[src/design/icvp_pkg.sv]
// ----------------------------------------------------------------------------
// icvp_pkg
// Shared types, codes and tables of the intra coefficient VLC packer.
// ----------------------------------------------------------------------------
package icvp_pkg;

    // Token opcodes
    typedef enum logic [2:0] {
        OP_MB_START = 3'd0,
        OP_DC       = 3'd1,
        OP_AC_ESC   = 3'd2,
        OP_EOB      = 3'd3,
        OP_FLUSH    = 3'd4
    } t_opcode;

    // Register indexes
    localparam int unsigned REG_SIGNED_OUTPUT = 0;

    localparam logic [11:0] PRED_RESET   = 12'sd512;
    localparam logic [11:0] DC_BIAS      = 12'sd1024;
    localparam logic [12:0] DIFF_MAX     = 13'sd2047;
    localparam logic [31:0] MARKER_WORD  = 32'hFF00_0000;
    localparam logic [23:0] ESC_PREFIX   = 24'h04_0000;
    localparam logic [23:0] EOB_CODE     = 24'h00_0002;
    localparam logic [5:0]  WORD_BITS    = 6'd32;

    // Swap the four bytes of a word
    function automatic logic [31:0] swap32(input logic [31:0] w);
        return {w[7:0], w[15:8], w[23:16], w[31:24]};
    endfunction

    // Luma DC size code
    function automatic logic [9:0] lum_code(input logic [3:0] size);
        case (size)
            4'd0:    return 10'h004;
            4'd1:    return 10'h000;
            4'd2:    return 10'h001;
            4'd3:    return 10'h005;
            4'd4:    return 10'h006;
            4'd5:    return 10'h00E;
            4'd6:    return 10'h01E;
            4'd7:    return 10'h03E;
            4'd8:    return 10'h07E;
            4'd9:    return 10'h0FE;
            4'd10:   return 10'h1FE;
            default: return 10'h1FF;
        endcase
    endfunction

    function automatic logic [3:0] lum_len(input logic [3:0] size);
        case (size)
            4'd0:    return 4'd3;
            4'd1:    return 4'd2;
            4'd2:    return 4'd2;
            4'd3:    return 4'd3;
            4'd4:    return 4'd3;
            4'd5:    return 4'd4;
            4'd6:    return 4'd5;
            4'd7:    return 4'd6;
            4'd8:    return 4'd7;
            4'd9:    return 4'd8;
            default: return 4'd9;
        endcase
    endfunction

    // Chroma DC size code
    function automatic logic [9:0] chr_code(input logic [3:0] size);
        case (size)
            4'd0:    return 10'h000;
            4'd1:    return 10'h001;
            4'd2:    return 10'h002;
            4'd3:    return 10'h006;
            4'd4:    return 10'h00E;
            4'd5:    return 10'h01E;
            4'd6:    return 10'h03E;
            4'd7:    return 10'h07E;
            4'd8:    return 10'h0FE;
            4'd9:    return 10'h1FE;
            4'd10:   return 10'h3FE;
            default: return 10'h3FF;
        endcase
    endfunction

    function automatic logic [3:0] chr_len(input logic [3:0] size);
        case (size)
            4'd0:    return 4'd2;
            4'd1:    return 4'd2;
            4'd2:    return 4'd2;
            4'd3:    return 4'd3;
            4'd4:    return 4'd4;
            4'd5:    return 4'd5;
            4'd6:    return 4'd6;
            4'd7:    return 4'd7;
            4'd8:    return 4'd8;
            4'd9:    return 4'd9;
            default: return 4'd10;
        endcase
    endfunction

endpackage

[src/design/intra_coefficient_vlc_packer.sv]
// ----------------------------------------------------------------------------
// intra_coefficient_vlc_packer
// Turns intra coefficient tokens into a packed, byte-swapped VLC word stream.
// ----------------------------------------------------------------------------
// Usage:
//   Input channel (i_valid / o_stall) carries one token per request:
//   macroblock start, DC coefficient, AC escape, end of block or flush.
//   Output channel (o_valid / i_stall) carries 32-bit stream words, MSB-first
//   packed and byte-swapped; o_last_word marks the final word of a token.
//   The APB port holds signed_output at address 0.
// Throughput:
//   A token is coded in the cycle it is accepted; its word, if any, is on
//   the output in the next cycle. One token per cycle is taken while words
//   are drained. A flush gives 3 to 7 words, one per unstalled cycle from the
//   output register; the next token is held off until its last word is taken.
// Reset:
//   Empties the accumulator, sets the DC predictors to 512, clears the word
//   count and the output register, and selects unsigned output.
// Receiver stall:
//   The output word holds; the input stalls while a word waits, unless that
//   word is the last of its token and is taken in the same cycle.
// ----------------------------------------------------------------------------
module intra_coefficient_vlc_packer (
    input  logic        i_clk,
    input  logic        i_rst_n,
    // token input
    input  logic        i_valid,
    output logic        o_stall,
    input  logic [2:0]  i_opcode,
    input  logic [1:0]  i_component,
    input  logic signed [10:0] i_dc_value,
    input  logic [5:0]  i_run,
    input  logic signed [11:0] i_level,
    // word output
    output logic        o_valid,
    input  logic        i_stall,
    output logic [31:0] o_stream_word,
    output logic        o_last_word,
    // configuration
    input  logic        psel,
    input  logic        penable,
    input  logic        pwrite,
    input  logic [2:0]  paddr,
    input  logic [31:0] pwdata,
    output logic [31:0] prdata,
    output logic        pready
);

    // ------------------------------------------------------------------
    // State
    // ------------------------------------------------------------------
    logic              r_signed_output;
    logic [31:0]       r_acc;
    logic [5:0]        r_free;
    logic [11:0]       r_pred [3];
    logic [1:0]        r_wmf;

    logic              r_out_valid;
    logic [31:0]       r_out_word;
    logic              r_out_last;
    logic [2:0]        r_tail_idx;
    logic [2:0]        r_tail_left;

    logic in_fire;
    logic out_take;

    // Hand the output to the receiver
    assign o_valid       = r_out_valid;
    assign o_stream_word = r_out_word;
    assign o_last_word   = r_out_last;

    assign out_take = r_out_valid && !i_stall;
    assign o_stall  = r_out_valid && !(out_take && (r_tail_left == 3'd0));
    assign in_fire  = i_valid && !o_stall;

    // ------------------------------------------------------------------
    // Configuration port
    // ------------------------------------------------------------------
    logic reg_sel;
    assign reg_sel = (paddr[2] == 1'(icvp_pkg::REG_SIGNED_OUTPUT));
    assign pready  = 1'b1;
    assign prdata  = reg_sel ? {31'd0, r_signed_output} : 32'd0;

    // ------------------------------------------------------------------
    // DC differential coding
    // ------------------------------------------------------------------
    logic [1:0]         dc_comp;
    logic signed [11:0] dc_biased;
    logic signed [11:0] dc_half;
    logic signed [11:0] dc_pred;
    logic signed [12:0] dc_diff_raw;
    logic signed [11:0] dc_diff;
    logic [11:0]        dc_mag;
    logic [3:0]         dc_size;
    logic [11:0]        dc_bits;
    logic [10:0]        dc_mask;
    logic [9:0]         dc_scode;
    logic [3:0]         dc_slen;
    logic [23:0]        dc_val;
    logic [4:0]         dc_n;

    always_comb begin
        // Component three shares the Cr predictor
        dc_comp     = (i_component == 2'd3) ? 2'd2 : i_component;
        dc_biased   = $signed({i_dc_value[10], i_dc_value})
                    + (r_signed_output ? 12'sd0 : $signed(icvp_pkg::DC_BIAS));
        dc_half     = dc_biased >>> 1;
        dc_pred     = $signed(r_pred[dc_comp]);
        dc_diff_raw = $signed({dc_half[11], dc_half}) - $signed({dc_pred[11], dc_pred});
        // Clamp the difference to +-2047
        if (dc_diff_raw > $signed(icvp_pkg::DIFF_MAX)) begin
            dc_diff = 12'sd2047;
        end else if (dc_diff_raw < -$signed(icvp_pkg::DIFF_MAX)) begin
            dc_diff = -12'sd2047;
        end else begin
            dc_diff = dc_diff_raw[11:0];
        end
        dc_mag  = dc_diff[11] ? 12'(-dc_diff) : 12'(dc_diff);
        // Bit length of the magnitude
        dc_size = 4'd0;
        for (int b = 0; b < 11; b++) begin
            if (dc_mag[b]) begin
                dc_size = 4'(b + 1);
            end
        end
        // Ones' complement for negative differences
        dc_bits  = dc_diff[11] ? 12'(dc_diff - 12'sd1) : 12'(dc_diff);
        dc_mask  = 11'((12'd1 << dc_size) - 12'd1);
        if (dc_comp != 2'd0) begin
            dc_scode = icvp_pkg::chr_code(dc_size);
            dc_slen  = icvp_pkg::chr_len(dc_size);
        end else begin
            dc_scode = icvp_pkg::lum_code(dc_size);
            dc_slen  = icvp_pkg::lum_len(dc_size);
        end
        dc_val = (24'(dc_scode) << dc_size) | 24'(dc_bits[10:0] & dc_mask);
        dc_n   = 5'(dc_slen) + 5'(dc_size);
    end

    // ------------------------------------------------------------------
    // Token to code selection
    // ------------------------------------------------------------------
    logic        put_en;
    logic [23:0] put_val;
    logic [4:0]  put_n;
    logic        is_flush;
    logic        is_mb;
    logic        is_dc;

    always_comb begin
        put_en   = 1'b0;
        put_val  = 24'd0;
        put_n    = 5'd1;
        is_flush = 1'b0;
        is_mb    = 1'b0;
        is_dc    = 1'b0;
        case (i_opcode)
            icvp_pkg::OP_MB_START: begin
                put_en  = 1'b1;
                put_val = 24'd1;
                put_n   = 5'd1;
                is_mb   = 1'b1;
            end
            icvp_pkg::OP_DC: begin
                put_en  = 1'b1;
                put_val = dc_val;
                put_n   = dc_n;
                is_dc   = 1'b1;
            end
            icvp_pkg::OP_AC_ESC: begin
                put_en  = 1'b1;
                put_val = icvp_pkg::ESC_PREFIX | {6'd0, i_run, i_level};
                put_n   = 5'd24;
            end
            icvp_pkg::OP_EOB: begin
                put_en  = 1'b1;
                put_val = icvp_pkg::EOB_CODE;
                put_n   = 5'd2;
            end
            icvp_pkg::OP_FLUSH: begin
                is_flush = 1'b1;
            end
            default: begin
                put_en = 1'b0;
            end
        endcase
    end

    // ------------------------------------------------------------------
    // Bit packer
    // ------------------------------------------------------------------
    logic [31:0] pk_val;
    logic [5:0]  pk_n;
    logic        pk_fits;
    logic [5:0]  pk_free_fit;
    logic [5:0]  pk_over;
    logic [5:0]  pk_free_spill;
    logic [31:0] pk_word;

    always_comb begin
        pk_val        = 32'(put_val);
        pk_n          = 6'(put_n);
        pk_fits       = (pk_n <= r_free);
        pk_free_fit   = r_free - pk_n;
        pk_over       = pk_n - r_free;
        pk_free_spill = icvp_pkg::WORD_BITS - pk_over;
        pk_word       = r_acc | (pk_val >> pk_over);
    end

    // ------------------------------------------------------------------
    // Flush sequence sizing
    // ------------------------------------------------------------------
    logic       fl_partial;
    logic [1:0] fl_pad;
    logic [2:0] fl_count;

    always_comb begin
        fl_partial = (r_free != icvp_pkg::WORD_BITS);
        fl_pad     = 2'd0 - (r_wmf + 2'(fl_partial) + 2'd3);
        fl_count   = 3'(fl_partial) + 3'd3 + 3'(fl_pad);
    end

    // ------------------------------------------------------------------
    // Next state
    // ------------------------------------------------------------------
    logic [31:0] n_acc;
    logic [5:0]  n_free;
    logic [1:0]  n_wmf;
    logic        n_has_word;
    logic [31:0] n_first_word;
    logic [2:0]  n_tail_idx;
    logic [2:0]  n_tail_left;

    always_comb begin
        n_acc        = r_acc;
        n_free       = r_free;
        n_wmf        = r_wmf;
        n_has_word   = 1'b0;
        n_first_word = pk_word;
        n_tail_idx   = 3'd0;
        n_tail_left  = 3'd0;
        if (is_flush) begin
            n_acc        = 32'd0;
            n_free       = icvp_pkg::WORD_BITS;
            n_wmf        = 2'd0;
            n_has_word   = 1'b1;
            n_first_word = fl_partial ? icvp_pkg::swap32(r_acc) : 32'd0;
            n_tail_idx   = fl_partial ? 3'd0 : 3'd1;
            n_tail_left  = fl_count - 3'd1;
        end else if (put_en) begin
            if (pk_fits) begin
                n_free = pk_free_fit;
                n_acc  = r_acc | (pk_val << pk_free_fit);
            end else begin
                n_free       = pk_free_spill;
                n_acc        = pk_val << pk_free_spill;
                n_wmf        = r_wmf + 2'd1;
                n_has_word   = 1'b1;
                n_first_word = icvp_pkg::swap32(pk_word);
            end
        end
    end

    // ------------------------------------------------------------------
    // Packer state, predictors and configuration
    // ------------------------------------------------------------------
    always_ff @(posedge i_clk) begin
        if (!i_rst_n) begin
            r_signed_output <= 1'b0;
            r_acc           <= 32'd0;
            r_free          <= icvp_pkg::WORD_BITS;
            r_wmf           <= 2'd0;
            for (int c = 0; c < 3; c++) begin
                r_pred[c] <= icvp_pkg::PRED_RESET;
            end
        end else begin
            if (psel && penable && pwrite && reg_sel) begin
                r_signed_output <= pwdata[0];
            end
            if (in_fire) begin
                r_acc  <= n_acc;
                r_free <= n_free;
                r_wmf  <= n_wmf;
                if (is_mb) begin
                    for (int c = 0; c < 3; c++) begin
                        r_pred[c] <= icvp_pkg::PRED_RESET;
                    end
                end else if (is_dc) begin
                    r_pred[dc_comp] <= dc_half;
                end
            end
        end
    end

    // ------------------------------------------------------------------
    // Output register and flush word sequencer
    // ------------------------------------------------------------------
    always_ff @(posedge i_clk) begin
        if (!i_rst_n) begin
            r_out_valid <= 1'b0;
            r_out_last  <= 1'b0;
            r_tail_idx  <= 3'd0;
            r_tail_left <= 3'd0;
        end else begin
            // Advance through a flush sequence, or drop the taken word
            if (out_take) begin
                if (r_tail_left != 3'd0) begin
                    r_out_word  <= (r_tail_idx == 3'd1) ?
                                   icvp_pkg::swap32(icvp_pkg::MARKER_WORD) : 32'd0;
                    r_tail_idx  <= r_tail_idx + 3'd1;
                    r_tail_left <= r_tail_left - 3'd1;
                    r_out_last  <= (r_tail_left == 3'd1);
                end else begin
                    r_out_valid <= 1'b0;
                end
            end
            // Load the first word of a new request
            if (in_fire && n_has_word) begin
                r_out_valid <= 1'b1;
                r_out_word  <= n_first_word;
                r_out_last  <= (n_tail_left == 3'd0);
                r_tail_idx  <= n_tail_idx;
                r_tail_left <= n_tail_left;
            end
        end
    end

    // ------------------------------------------------------------------
    // Assertions
    // ------------------------------------------------------------------
    a_last_matches_count: assert property (@(posedge i_clk) disable iff (!i_rst_n)
        r_out_valid |-> (r_out_last == (r_tail_left == 3'd0)))
        else $error("last flag out of step with remaining flush words");

    a_free_in_range: assert property (@(posedge i_clk) disable iff (!i_rst_n)
        r_free <= icvp_pkg::WORD_BITS)
        else $error("free bit count above word size");

    a_flush_aligns: assert property (@(posedge i_clk) disable iff (!i_rst_n)
        (in_fire && (i_opcode == icvp_pkg::OP_FLUSH)) |=>
            ((r_wmf == 2'd0) && (r_free == icvp_pkg::WORD_BITS) && r_out_valid))
        else $error("flush left stream unaligned or accumulator not empty");

    a_sequence_continues: assert property (@(posedge i_clk) disable iff (!i_rst_n)
        (out_take && (r_tail_left != 3'd0)) |=> r_out_valid)
        else $error("flush sequence ended early");

    a_no_accept_mid_flush: assert property (@(posedge i_clk) disable iff (!i_rst_n)
        (r_out_valid && (r_tail_left != 3'd0)) |-> !in_fire)
        else $error("request accepted during flush sequence");

endmodule
[config.mk]
export PLATFORM = sky130hd
export DESIGN_NAME = intra_coefficient_vlc_packer
export DESIGN_NICKNAME = d
export VERILOG_FILES = /design/src/design/icvp_pkg.sv /design/src/design/intra_coefficient_vlc_packer.sv
export SDC_FILE = /design/constraint.sdc
export NUM_CORES = 1
export LEC_CHECK = 0
export ABC_AREA = 1
export BUFFER_PORTS_ARGS = -buffer_cell sky130_fd_sc_hd__buf_4
export CAP_MARGIN = 10
export CORE_MARGIN = 5
export CORE_UTILIZATION = 25
export CTS_BUF_LIST = sky130_fd_sc_hd__clkbuf_2
export DETAILED_ROUTE_END_ITERATION = 7
export GPL_ROUTABILITY_DRIVEN = 0
export GPL_TIMING_DRIVEN = 0
export PLACE_DENSITY = 0.44
export SLEW_MARGIN = 20
export SYNTH_ARGS = -nofsm -noshare
export SYNTH_HDL_FRONTEND = slang
export SYNTH_SLANG_ARGS = --single-unit
[constraint.sdc]
create_clock -name i_clk -period 8.6 [get_ports i_clk]
set_input_delay 0.43 -clock i_clk [delete_from_list [all_inputs] [get_ports i_clk]]
set_output_delay 0.43 -clock i_clk [all_outputs]
set_load 0.05 [all_outputs]
==> Word level (Yosys, flattened, before mapping) <==
Memory sizes are Yosys's and may differ from the RTL's.
Cells that the tools add are included.
Widths: inputs -> output; s select.
{ "totals": {"output_inout_bits": 68, "inputBits": 76, "rom_bits": 432, "ff_bits": 81, "n_memories": 5, "mem_bits_rw": 36} }
{ "op_classes": {"add_sub_neg": 18, "n_mux": 77, "n_lt_le_gt_ge": 3, "reduce_logical": 26, "n_eq_ne": 10, "shift": 5, "n_bitwise": 8} }
{ "memory_table": {"columns": ["memory", "depth", "word_bits", "rd", "rd_ports_with_merged_regs", "wr", "line", "rtl"], "rows": [
  ["(no name shown)", 16, 10, 1, 0, 0, "icvp_pkg.sv:68", "case (size)"],
  ["(no name shown)", 16, 9, 1, 0, 0, "icvp_pkg.sv:34", "case (size)"],
  ["(no name shown)", 16, 4, 1, 0, 0, "icvp_pkg.sv:85", "case (size)"],
  ["(no name shown)", 16, 4, 1, 0, 0, "icvp_pkg.sv:51", "case (size)"],
  ["r_pred", 3, 12, 1, 0, 3, "intra_coefficient_vlc_packer.sv:55", "logic [11:0] r_pred [3];"]
]} }
{ "op_table": {"columns": ["cell", "n"], "rows": [
  ["$mux 32", 10],
  ["$pmux 24 s4", 1],
  ["$mux 12", 6],
  ["$or 32x32->32", 2],
  ["$shl 24x6->32", 2],
  ["$mux 4", 11],
  ["$mux 11", 3],
  ["$shr 24x6->32", 1],
  ["$mux 1", 28],
  ["$or 24x11->24", 1],
  ["$shl 10x4->24", 1],
  ["$mux 3", 7],
  ["$mux 6", 3],
  ["$pmux 5 s3", 1],
  ["$gt 13x12->1 const B", 1],
  ["$lt 13x12->1 const B", 1],
  ["$sub 11x12->13", 1],
  ["$add 11x12->12", 1],
  ["$reduce_or 12->1", 1],
  ["$and 11x11->11", 1],
  ["$neg 11->11", 1],
  ["$shl 1x4->11 const A", 1],
  ["$sub 11x1->11 const B", 1],
  ["$sub 11x2->11 const B", 1],
  ["33 further kinds", 60]
]} }

==> Depth between registers and ports, before layout <==
An unclocked memory read counts as a cell.
{ "logic_depth": {"ltp_word": 31, "ltp_mapped": 69, "mapped_depth_nobuf": 66} }

==> Worst setup path after synthesis <==
No wires, ideal clock.
{ "synth_timing": {"path_type": "input to register", "start": "input i_component[1]", "end": "register r_out_word[0], in the netlist o_stream_word[0] (enable)", "n_path_buf": 3, "t_required_ns": 8.179, "setup_slack_ns": -0.563, "stages": 54, "arrival_time_ns": 8.741, "path_cell_list": "nor2_1 -> clkinv_1 -> clkbuf_1 -> o22ai_1 -> nor2_1 -> ha_1 -> inv_1 -> fa_1 -> inv_1 -> nand2_1 -> nor2_1 -> nand2_1 -> nor2_1 -> nand3_1 -> nand2_2 -> nand2_4 -> nand2_1 -> nor2_2 -> [18 not listed] -> ha_1 -> inv_1 -> fa_1 -> nor2_1 -> nor3_1 -> ha_1 -> clkbuf_1 -> nand2_1 -> inv_1 -> a221o_1 -> nand2_1 -> a21oi_1 -> nand2_1 -> nor2_1 -> nor2_1 -> nor2_1 -> nor2_1 -> nor2_1"} }
{ "synth_via": {"elab_chain_cells": 31, "word_cells_on_any_way": 35, "classes_between": "add/sub (3); order compare (3); eq/ne (1); mux (20); reduce/logical (5); memory (3)"} }
{ "synth_rtl": {"columns": ["item", "line", "rtl"], "rows": [
  ["start, declared", "intra_coefficient_vlc_packer.sv:30", "input logic [1:0] i_component,"],
  ["$eq 2x2->1", "intra_coefficient_vlc_packer.sv:104", "dc_comp = (i_component == 2'd3) ? 2'd2 : i_component;"],
  ["$mux 2 (*)", "intra_coefficient_vlc_packer.sv:104", null],
  ["$mem_v2 3x12", null, null],
  ["$sub 11x12->13", "intra_coefficient_vlc_packer.sv:109", "dc_diff_raw = $signed({dc_half[11], dc_half}) - $signed({dc_pred[11], dc_pred});"],
  ["$lt 13x12->1", "intra_coefficient_vlc_packer.sv:113", "end else if (dc_diff_raw < -$signed(icvp_pkg::DIFF_MAX)) begin"],
  ["$mux 12", "intra_coefficient_vlc_packer.sv:113", null],
  ["$mux 12", "intra_coefficient_vlc_packer.sv:111", "if (dc_diff_raw > $signed(icvp_pkg::DIFF_MAX)) begin"],
  ["$neg 11->11", "intra_coefficient_vlc_packer.sv:118", "dc_mag = dc_diff[11] ? 12'(-dc_diff) : 12'(dc_diff);"],
  ["[15 not listed]", null, null],
  ["$pmux 5 s3 (*)", "intra_coefficient_vlc_packer.sv:157", "case (i_opcode)"],
  ["$le 5x6->1 (*)", "intra_coefficient_vlc_packer.sv:203", "pk_fits = (pk_n <= r_free);"],
  ["$mux 1 (*)", "intra_coefficient_vlc_packer.sv:251", "if (pk_fits) begin"],
  ["$mux 1 (*)", "intra_coefficient_vlc_packer.sv:250", "end else if (put_en) begin"],
  ["$mux 1 (*)", "intra_coefficient_vlc_packer.sv:242", "if (is_flush) begin"],
  ["$logic_and 1x1->1 (*)", "intra_coefficient_vlc_packer.sv:318", "if (in_fire && n_has_word) begin"],
  ["$reduce_bool 2->1 (no line)", null, null],
  ["$reduce_and 3->1 (no line) (*)", null, null],
  ["end signal, assigned", "intra_coefficient_vlc_packer.sv:308", "r_out_word <= (r_tail_idx == 3'd1) ?"],
  ["end signal, assigned", "intra_coefficient_vlc_packer.sv:320", "r_out_word <= n_first_word;"],
  ["end, declared", "intra_coefficient_vlc_packer.sv:59", "logic [31:0] r_out_word;"]
]} }
Every way passes the cells marked *; elsewhere a longest branch is shown, timed or not.
A chain may end at the register's enable or synchronous reset.

==> Worst setup path after layout <==
{ "layout_timing": {"start": "input i_component[1]", "end": "register r_out_word[31], in the netlist o_stream_word[31], data pin"} }
{ "layout_via": {"elab_chain_cells": 31, "word_cells_on_any_way": 50, "classes_between": "add/sub (6); order compare (3); eq/ne (1); shift (3); mux (27); bitwise (3); reduce/logical (2); memory (5)"} }
{ "layout_rtl": {"columns": ["item", "line", "rtl"], "rows": [
  ["$eq 2x2->1", "intra_coefficient_vlc_packer.sv:104", null],
  ["$mux 2 (*)", "intra_coefficient_vlc_packer.sv:104", null],
  ["$mem_v2 3x12", null, null],
  ["$sub 11x12->13", "intra_coefficient_vlc_packer.sv:109", null],
  ["$lt 13x12->1", "intra_coefficient_vlc_packer.sv:113", null],
  ["$mux 12", "intra_coefficient_vlc_packer.sv:113", null],
  ["$mux 12", "intra_coefficient_vlc_packer.sv:111", null],
  ["$neg 11->11", "intra_coefficient_vlc_packer.sv:118", null],
  ["[15 not listed]", null, null],
  ["$pmux 5 s3 / $or 24x11->24 (equally long branches)", "intra_coefficient_vlc_packer.sv:157, intra_coefficient_vlc_packer.sv:136", null],
  ["$sub 5x6->6 / $pmux 24 s4 (equally long branches)", "intra_coefficient_vlc_packer.sv:205, intra_coefficient_vlc_packer.sv:157", null],
  ["$shr 24x6->32", "intra_coefficient_vlc_packer.sv:207", "pk_word = r_acc | (pk_val >> pk_over);"],
  ["$or 32x32->32", "intra_coefficient_vlc_packer.sv:207", null],
  ["$mux 32", "intra_coefficient_vlc_packer.sv:251", null],
  ["$mux 32", "intra_coefficient_vlc_packer.sv:250", null],
  ["$mux 32", "intra_coefficient_vlc_packer.sv:242", null],
  ["$mux 32 (*)", "intra_coefficient_vlc_packer.sv:318", null]
]} }
Marks and branches as above.

==> results.yml <==
floorplan:
  core_area_um2: 50990
  die_h_um: 236.2
  num_rows: 83
  die_w_um: 236.2
  die-area_um2: 55800
  ios: 144
  initial_core_util_pct: 25.09
clock_network:
  cts.path.max_buffers: 2
  cts_tree: "built"
  cts_made_buffers: 17
  insertion_delay_ns: 0.71
  htree_levels: 4
  cts_root_buf: "clkbuf_2"
  clk_pin_slew_ns: 0.16
  clock-sinks: 114
status:
  status: "complete, no violations"
yosys:
  yosysTopAreaCellShare_pct: 19.22
  syn_inst: 2140
  synth_ff_type: "edfxtp_1"
  avgSynthCellArea_um2: 5.979
  yosysUniqueCellTypes: 56
  synth_area_um2: 12790
  synth_edf_count: 65
  async_flop_share_pct: 0
  post-synth-top-area-cell: "nand2_1"
  ys_ff_latch: 114
  ys_seq_area_share_pct: 22.92
  netlist_top_cells_area: "nand2_1 (19%), edfxtp_1 (15%), nand3_1 (15%)"
  yosysWarnings: 0
layout:
  fin_nets: 2414
  drive_gt1_share_pct: 17.19
  nFillCells: 5712
  syn2layout_area_growth_pct: 20.85
  fin_util_pct: 30.32
  fin_cells: 2985
global_route:
  overflow: 0
  busiest_layer: "met2"
  first_global_vias: 14230
  antenna_found_initial: 1
  grtUsageTotal_pct: 19.20
  grt_max_degree: 17
  grt.met3_usage_pct: 2.771
  grt_pass1_wl_um: 84700
  use_met2_pct: 31.73
  grt_use_met1_pct: 25.37
routing:
  ant_nets: 0
  drcViolationCount: 0
  wl_um: 56080
  vias: 15000
  wire_per_inst_um: 18.79
  via_per_inst: 5.024
  drt-pass1-iter-count: 6
  drt-initial-drc-count: 1367
critical_path:
  rrSetupSlack_ns: 0.57
  worstSetupPathType: "in2reg"
  crit_start: "i_component[1]"
  crit_top_cell: "nand2_1"
  r2r-start: "r_pred[2][0]"
  critical_path.slowest_cell: "clkbuf_1"
  crit_fanout: 12
  cp.arrival_ns: 8.58
  critPathTopFamily: "simple AND/OR/NAND/NOR gates"
  crit_path_end_kind: "register"
  ff2ff_path_depth: 53
  max_stage_delay_ns: 0.48
  crit_buf_inv: 12
  critPathLaunchType: "input port"
  worstPathRequired_ns: 9.06
  rr_endpoint: "o_stream_word[31]"
place:
  hpwl_um: 45190
  place_ws_ns: -2.790
  dp.cells: 2925
  port-buffer-count: 75
sta:
  timing.final.crit_share_pct: 94.39
  relSlewSlack_pct: 26.72
  slew_viol_final: 0
  hold_violations: 0
  fmax_mhz: 123.2
  hold_ws_ns: 0.1145
  finalClockSkew_ns: 0.03175
  worst_pin_slew_ns: 1.091
  period_minus_slack_ns: 8.118
  layout_setup_ws_ns: 0.4822
  finalSetupViolations: 0
worst_hold_path:
  hold_path.class: "in2reg"
  holdPathEnd: "r_pred[1][4]"
  hold_path.startpoint: "i_dc_value[5]"
  holdPathStages: 3
run:
  max_cap_viol_count: 0
power_and_ir_drop:
  vdd.ir_drop.worst_mv: 0.1284
  power_density_nw_per_um2: 339.6
  power_mw: 5.251
  leakage_nw: 7.267
-- kinds of logic after synthesis --
| kind of cell | count (synthesis) | share of synthesized area [%] |
|---|---|---|
| buf+inv | 365 | 12.39 |
| other cells | 2 | 0.05870 |
| xor+xnor | 22 | 1.506 |
| simple gates | 1285 | 44.56 |
| flops | 114 | 22.92 |
| fa+ha+maj | 47 | 4.831 |
| compound gates | 305 | 13.73 |
-- worst reg2reg max path: cells and delay by family, from the launching register on --
kind            cells  cell delay [ns]
compound gates      4             0.87
xor+xnor            2             0.39
fa+ha+maj           7             1.85
buf+inv             8             1.16
flops               1             0.38
simple gates       32             3.12
-- through the flow --
step,TNS (ns),cell area (um2)
after floorplan,0,12910
after global placement,-268.52,14330
after detailed placement,-268.98,14330
after CTS,0,15040
after global routing,-0.01901,15460
final,0,15460
-- layout make-up --
| cell class | count | area, um2 | share of cell area (%) |
|---|---|---|---|
| multi-input cells | 1693 | 8931 | 57.76 |
| diodes | 1 | 2.502 | 0.01618 |
| flip-flops and latches | 114 | 2933 | 18.97 |
| repair buffers | 105 | 823.3 | 5.324 |
| inverters | 239 | 915.9 | 5.923 |
| clock buffers | 18 | 90.09 | 0.5826 |
| well taps | 680 | 850.8 | 5.503 |
| plain buffers | 121 | 747.0 | 4.831 |
| clock inverters | 14 | 168.9 | 1.092 |
-- per-layer routing --
metal / part of all wire [%] / vias up
li1: - / 7304
met2: 46 / 563
met4: 4.5 / 0
met1: 43 / 7022
met3: 6.0 / 108
met5: 0 / -
-- synth_stat cells, types with 9 or more instances --
| cell type | instances |
|---|---|
| o21ai_0 | 68 |
| inv_1 | 216 |
| dfxtp_1 | 49 |
| edfxtp_1 | 65 |
| o21ai_1 | 27 |
| buf_2 | 20 |
| nor2_1 | 152 |
| xor2_1 | 19 |
| inv_2 | 13 |
| nand2_1 | 655 |
| o22ai_1 | 28 |
| clkbuf_1 | 55 |
| ha_1 | 43 |
| nand3_2 | 23 |
| nand2_2 | 22 |
| o21bai_1 | 16 |
| a21oi_1 | 117 |
| clkinv_1 | 9 |
| nor3_1 | 9 |
| o211ai_1 | 18 |
| buf_4 | 37 |
| nand3_1 | 372 |
| nand4_1 | 20 |
-- layout by cell type (no fill, tap or decap), types with 6 or more instances in the layout --
cell type,netlist,routed
nand2_1,655,640
nand3_1,372,365
inv_1,216,208
buf_4,37,134
nor2_1,152,133
a21oi_1,117,114
edfxtp_1,65,65
o21ai_0,68,55
dfxtp_1,49,49
ha_1,43,36
nand2_2,22,33
o21ai_1,27,32
conb_1,2,32
clkbuf_2,0,31
nand3_2,23,30
o22ai_1,28,26
clkbuf_1,55,24
buf_2,20,22
nand4_1,20,20
inv_2,13,19
o211ai_1,18,18
nor2_2,6,15
o21bai_1,16,14
nor2_4,1,13
o21ai_2,3,11
xor2_1,19,11
dlygate4sd3_1,0,11
nand2_4,7,10
clkinv_1,9,9
buf_6,6,8
nor3_1,9,7
buf_1,7,7
clkinv_2,0,7
ha_4,0,7
or2_2,6,6
-- worst max-delay path by stage --
stage | to | slack, ns | depth (start not counted)
floorplan | o_stream_word[0] | 0.31 | 54
global placement | o_stream_word[9] | -2.78 | 55
detailed placement | o_stream_word[9] | -2.79 | 55
CTS | r_acc[26] | 0.02 | 57
global route | r_acc[18] | -0.02 | 53
finish | o_stream_word[31] | 0.48 | 55
-- what timing repair did --
item                       CTS  global route
hold endpoints to repair    17             0
hold buffers                11             0
setup buffers                9            10
pin swaps                    5            18
setup endpoints to repair  111           111
cloned                       1             1
gates resized for setup     82           121
-- where the power goes --
part           leakage [nW]  internal, mW  switching (mW)
Sequential             1.03         0.635          0.0370
Combinational          6.08          1.24            2.93
Clock                 0.151         0.186           0.215
Total                  7.27          2.06            3.19
-- sequential cells by signal (all words and copies together), names as in the netlist --
name / count
r_signed_output: 1
r_free: 6
o_valid: 1
r_wmf: 2
r_tail_idx: 3
r_pred: 33
o_last_word: 1
o_stream_word: 32
r_acc: 32
r_tail_left: 3
Note: power is estimated with default switching activity, not from simulation.
